===== src/sv/assert_macros.svh =====
// shared assertion macros
`ifndef ASSERT_MACROS_SVH
`define ASSERT_MACROS_SVH

// implication checked at every rising clock edge outside reset
`define SBC_ASSERT(label, clk, rstn, prop, msg) \
    label: assert property (@(posedge clk) disable iff (!rstn) (prop)) else $error(msg);

// same check, also active during reset
`define SBC_ASSERT_ALWAYS(label, clk, prop, msg) \
    label: assert property (@(posedge clk) (prop)) else $error(msg);

`endif


===== src/sv/asbc_pkg.sv =====
`default_nettype none
package asbc_pkg;

    localparam int TILES_DEF = 4096;

    localparam logic [1:0] CMP_X_RIGHT = 2'd0;  // tx + tw > bx
    localparam logic [1:0] CMP_X_LEFT  = 2'd1;  // tx < bx + w
    localparam logic [1:0] CMP_Y_BOT   = 2'd2;  // ty + th > by
    localparam logic [1:0] CMP_Y_TOP   = 2'd3;  // ty < by + h

    localparam logic OP_WRITE = 1'b0;
    localparam logic OP_MOVE  = 1'b1;

    typedef enum logic [2:0] {
        ST_CLEAR,
        ST_IDLE,
        ST_STEP,
        ST_SUM,
        ST_SCAN,
        ST_OUT
    } state_t;

    typedef struct packed {
        logic [23:0] x;
        logic [23:0] y;
        logic [22:0] w;
        logic [22:0] h;
        logic        solid;
    } tile_t;

    typedef struct packed {
        logic  valid;
        logic  last;
        logic  hit;
        tile_t tile;
    } pipe_t;

    typedef struct packed {
        logic [23:0] bx;
        logic [23:0] by;
        logic [25:0] bxw;
        logic [25:0] byh;
    } box_t;

    function automatic logic signed [25:0] sext26(input logic [23:0] v);
        return $signed({{2{v[23]}}, v});
    endfunction

    function automatic logic signed [25:0] zext26(input logic [22:0] v);
        return $signed({3'b000, v});
    endfunction

endpackage
`default_nettype wire


===== src/sv/asbc_cell.sv =====
`default_nettype none
module asbc_cell #(
    parameter logic [1:0] KIND = asbc_pkg::CMP_X_RIGHT
) (
    input  wire logic           aclk,
    input  wire logic           aresetn,
    input  wire asbc_pkg::box_t  box,
    input  wire asbc_pkg::pipe_t pipe_in,
    output asbc_pkg::pipe_t      pipe_out
);

    logic            valid_reg;
    asbc_pkg::pipe_t data_reg, data_next;
    logic            pass;

    always_comb begin
        case (KIND)
            asbc_pkg::CMP_X_RIGHT:
                pass = (asbc_pkg::sext26(pipe_in.tile.x) + asbc_pkg::zext26(pipe_in.tile.w))
                       > asbc_pkg::sext26(box.bx);
            asbc_pkg::CMP_X_LEFT:
                pass = asbc_pkg::sext26(pipe_in.tile.x) < $signed(box.bxw);
            asbc_pkg::CMP_Y_BOT:
                pass = (asbc_pkg::sext26(pipe_in.tile.y) + asbc_pkg::zext26(pipe_in.tile.h))
                       > asbc_pkg::sext26(box.by);
            default:
                pass = asbc_pkg::sext26(pipe_in.tile.y) < $signed(box.byh);
        endcase
    end

    always_comb begin
        data_next     = pipe_in;
        data_next.hit = pipe_in.hit & pass;
    end

    always_ff @(posedge aclk) begin
        if (!aresetn) begin
            valid_reg <= 1'b0;
        end else begin
            valid_reg <= pipe_in.valid;
        end
        data_reg <= data_next;
    end

    always_comb begin
        pipe_out       = data_reg;
        pipe_out.valid = valid_reg;
    end

endmodule
`default_nettype wire


===== config.mk =====
export PLATFORM = sky130hd
export DESIGN_NAME = asbc_cell
export DESIGN_NICKNAME = d
export VERILOG_FILES = /design/src/sv/assert_macros.svh /design/src/sv/asbc_pkg.sv /design/src/sv/asbc_cell.sv
export SDC_FILE = /design/constraint.sdc
export NUM_CORES = 1
export LEC_CHECK = 0
export BUFFER_PORTS_ARGS = -buffer_cell sky130_fd_sc_hd__buf_2
export CORE_AREA = 5 5 113 115
export CTS_CLUSTER_SIZE = 16
export DETAILED_ROUTE_END_ITERATION = 10
export DIE_AREA = 0 0 118 120
export PLACE_DENSITY = 0.72
export RECOVER_POWER = 100
export SLEW_MARGIN = 10
export SYNTH_ARGS = -nofsm -noshare
export SYNTH_HDL_FRONTEND = slang
export SYNTH_SLANG_ARGS = --single-unit

===== constraint.sdc =====
create_clock -name aclk -period 3.1 [get_ports aclk]
set_input_delay 0.465 -clock aclk [delete_from_list [all_inputs] [get_ports aclk]]
set_output_delay 0.465 -clock aclk [all_outputs]
set_load 0.01 [all_outputs]

==> metrics.cfg <==
[outcome]
status = finished, violations left
violations = negative setup slack

[sta]
max_freq_mhz = 322
period_share = 1.00
final_hold_viol_count = 0
min_period_ns = 3.11
finalWorstSetupSlack_ns = -0.0103
hold_ws_ns = 0.208
grt_setup_unrepaired = true
tightest_slew_ns = 0.345
setup_viol = 1
maxSlewViolCount = 0
slew_headroom = 0.771

[drt]
met1_length_mm = 5.03
routed_wl_mm = 12.4
wl_met3_mm = 1.12
top_layer = met4
wl_per_cell_um = 15.2
vias_per_cell = 4.56
vias = 3733
first_iter_violations = 137
post-route-drc-count = 0
wl_met2_mm = 6.06
detail-route-antenna-nets = 0
first_pass_iters = 4

[clocking]
cts_tree = done
cts-buffers-inserted = 9
root_buffer = clkbuf_16
htree_num_levels = 3
cts.path.max_buffers = 2
cts.clk_slew.worst_paths_ns = 0.07
clock-sinks = 98

[floorplan]
start_util = 0.331
coreArea_mm2 = 0.0117
die-height_um = 120
num_io_pins = 298
dieArea_mm2 = 0.0142
die_w_um = 118
rows = 40

[layout]
final_common_cell = clkbuf_1
n_fill_cell = 1138
stdcell_count = 819
layout-drive-gt1-share = 0.321
diodes = 0
final_cell_mix = clkbuf_1 (131), dfxtp_1 (98), buf_2 (89), buf_4 (67), ha_1 (38)
nets = 916
largest_register_ffs = 97
area_growth_pct = 54.9

[synthesis]
synth.cell_area_mm2 = 0.00388
yosys_warnings = 0
syn_area_per_cell_um2 = 10.5
synth_cells = 368
syn_nets = 617
ys_seq_elements = 98
ys_types = 43
seq_area_frac_synth = 0.506

[global_routing]
grt.overflow.total = 0
grt_max_degree = 19
antenna_found_initial = 0
track_usage = 0.172
grt_pass1_vias = 3971
grt_first_pass_wirelength_mm = 19.4

[placed_design]
portBuffers = 221
place_ws_ns = -0.531
dp_hpwl_mm = 10.3
gp_congestion = 0.916
dpl.cell_count = 796

[power]
peakVddDrop_mv = 0.362
p_leak_nw = 2.78
p_per_area_mw_per_mm2 = 541

[worst_setup_path]
slowest_delay_ns = 0.34
crit_path_end_kind = register
critical_path.max_fanout = 3
worstPathRequired_ns = 3.34
criticalPathCategory = in2reg
crit_path_top_delay_cell = fa_2
start_kind = input pin
arrival_ns = 3.35
worstPathCellList = buf_8 -> ha_4 -> inv_2 -> fa_2 -> nand2b_4 -> a21oi_4 -> o21ai_2 -> a32oi_2 -> a31oi_2 -> xnor2_1 -> ha_1 -> nand4_1 -> nor4_4 -> buf_4 -> nand2_1 -> a31oi_1 -> a21boi_1

[min_path]
min_delay_worst_endpoint = pipe_out[6]
min_path_type = in2reg
whs_path_depth = 1
hp-start = pipe_in[6]

[run]
drv_cap = 0

==> power by group <==
part           leakage (nW)  total, W  switching (W)  internal, W
Clock                 0.140   0.00108       0.000519     0.000559
Sequential            0.827   0.00135      0.0000177      0.00133
Combinational          1.82  0.000825       0.000423     0.000402
==> cell usage after synthesis, drive strengths merged <==
| cell | count | area (um^2) |
|---|---|---|
| dfxtp | 98 | 1960 |
| ha | 48 | 601 |
| inv | 35 | 131 |
| a21oi | 33 | 169 |
| nand2 | 26 | 100 |
| o21ai | 22 | 121 |
| nor2 | 16 | 60.1 |
| xnor2 | 12 | 105 |
| xor2 | 9 | 78.8 |
| nand3 | 8 | 40.0 |
| a21o | 6 | 45.0 |
| nand4 | 6 | 43.8 |
| a31oi | 5 | 31.3 |
| nor3 | 5 | 30.0 |
| nand2b | 4 | 25.0 |
| o21a | 4 | 30.0 |
| a211o | 3 | 26.3 |
| a211oi | 3 | 27.5 |
| and2 | 3 | 18.8 |
| nor2b | 3 | 18.8 |
| a2111oi | 2 | 55.1 |
| buf | 2 | 15.0 |
| or3 | 2 | 12.5 |
| a21boi | 1 | 7.51 |
| a221o | 1 | 10.0 |
| a221oi | 1 | 8.76 |
| a311o | 1 | 10.0 |
| a31o | 1 | 8.76 |
| a32oi | 1 | 16.3 |
| and3 | 1 | 6.26 |
| fa | 1 | 20.0 |
| nor4 | 1 | 6.26 |
| o2111ai | 1 | 8.76 |
| o211ai | 1 | 7.51 |
| o21bai | 1 | 7.51 |
| o31ai | 1 | 12.5 |
==> timing repair <==
item | 4_1_cts | 5_1_grt
pin swaps | 15 | 17
resized for setup | 19 | 21
hold endpoints to repair | 0 | 0
setup endpoints to repair | 1 | 1
hold buffers | 0 | 0
buffers inserted | 3 | 4
==> cells by family (layout without fill, tap and decap cells) <==
logic type	after synthesis	count (layout)	synth area share
AO/OA/AOI/OAI	88	88	0.156
flip-flops	98	98	0.506
XOR/XNOR	21	21	0.0474
AND/OR/NAND/NOR	75	75	0.0933
buffers and inverters	37	341	0.0378
adder cells (fa/ha/maj)	49	49	0.160
==> routing by layer <==
metal | GRT usage | vias to the layer above
met5 | 0 | -
met4 | 0.0667 | 0
met3 | 0.0674 | 18
met2 | 0.293 | 157
met1 | 0.195 | 1684
li1 | - | 1874
==> per-stage QoR <==
stage | TNS, ns | total power, W | area (um^2) | utilization
after global routing | -0.175 | 0.00345 | 6000 | 0.513
final | -0.0103 | 0.00325 | 6000 | 0.513
after detailed placement | -0.531 | 0.00215 | 5630 | 0.481
after CTS | -0.0932 | 0.00326 | 6050 | 0.516
after floorplan | 0 | 0.00178 | 3890 | -
after global placement | -0.520 | 0.00212 | 5630 | 0.481
==> final cells by class <==
cell class,instances,area [um^2],area share
flip-flops and latches,98,1960,0.327
repair buffers,290,1480,0.246
inverters,35,131,0.0219
clock buffers,9,225,0.0375
well taps,147,184,0.0306
multi-input cells,233,1960,0.326
clock inverters,7,66.3,0.0110
==> worst max path at each step <==
stage | startpoint | end | slack [ns] | cells past startpoint
finish | pipe_in[71] | pipe_out[95] | -0.01 | 17
global route | pipe_in[84] | pipe_out[95] | -0.18 | 16
CTS | pipe_in[71] | pipe_out[95] | -0.09 | 17
detailed placement | pipe_in[24] | pipe_out[95] | -0.53 | 17
global placement | pipe_in[24] | pipe_out[95] | -0.52 | 17
floorplan | pipe_in[24] | pipe_out[95] | 0.06 | 15
==> critical path: cells and delay by family <==
kind	cells	cell delay [ns]
AO/OA/AOI/OAI	6	1.01
XOR/XNOR	1	0.15
adder cells (fa/ha/maj)	3	0.76
buffers and inverters	3	0.25
AND/OR/NAND/NOR	4	0.70
Power figures use the tool's default switching activity.
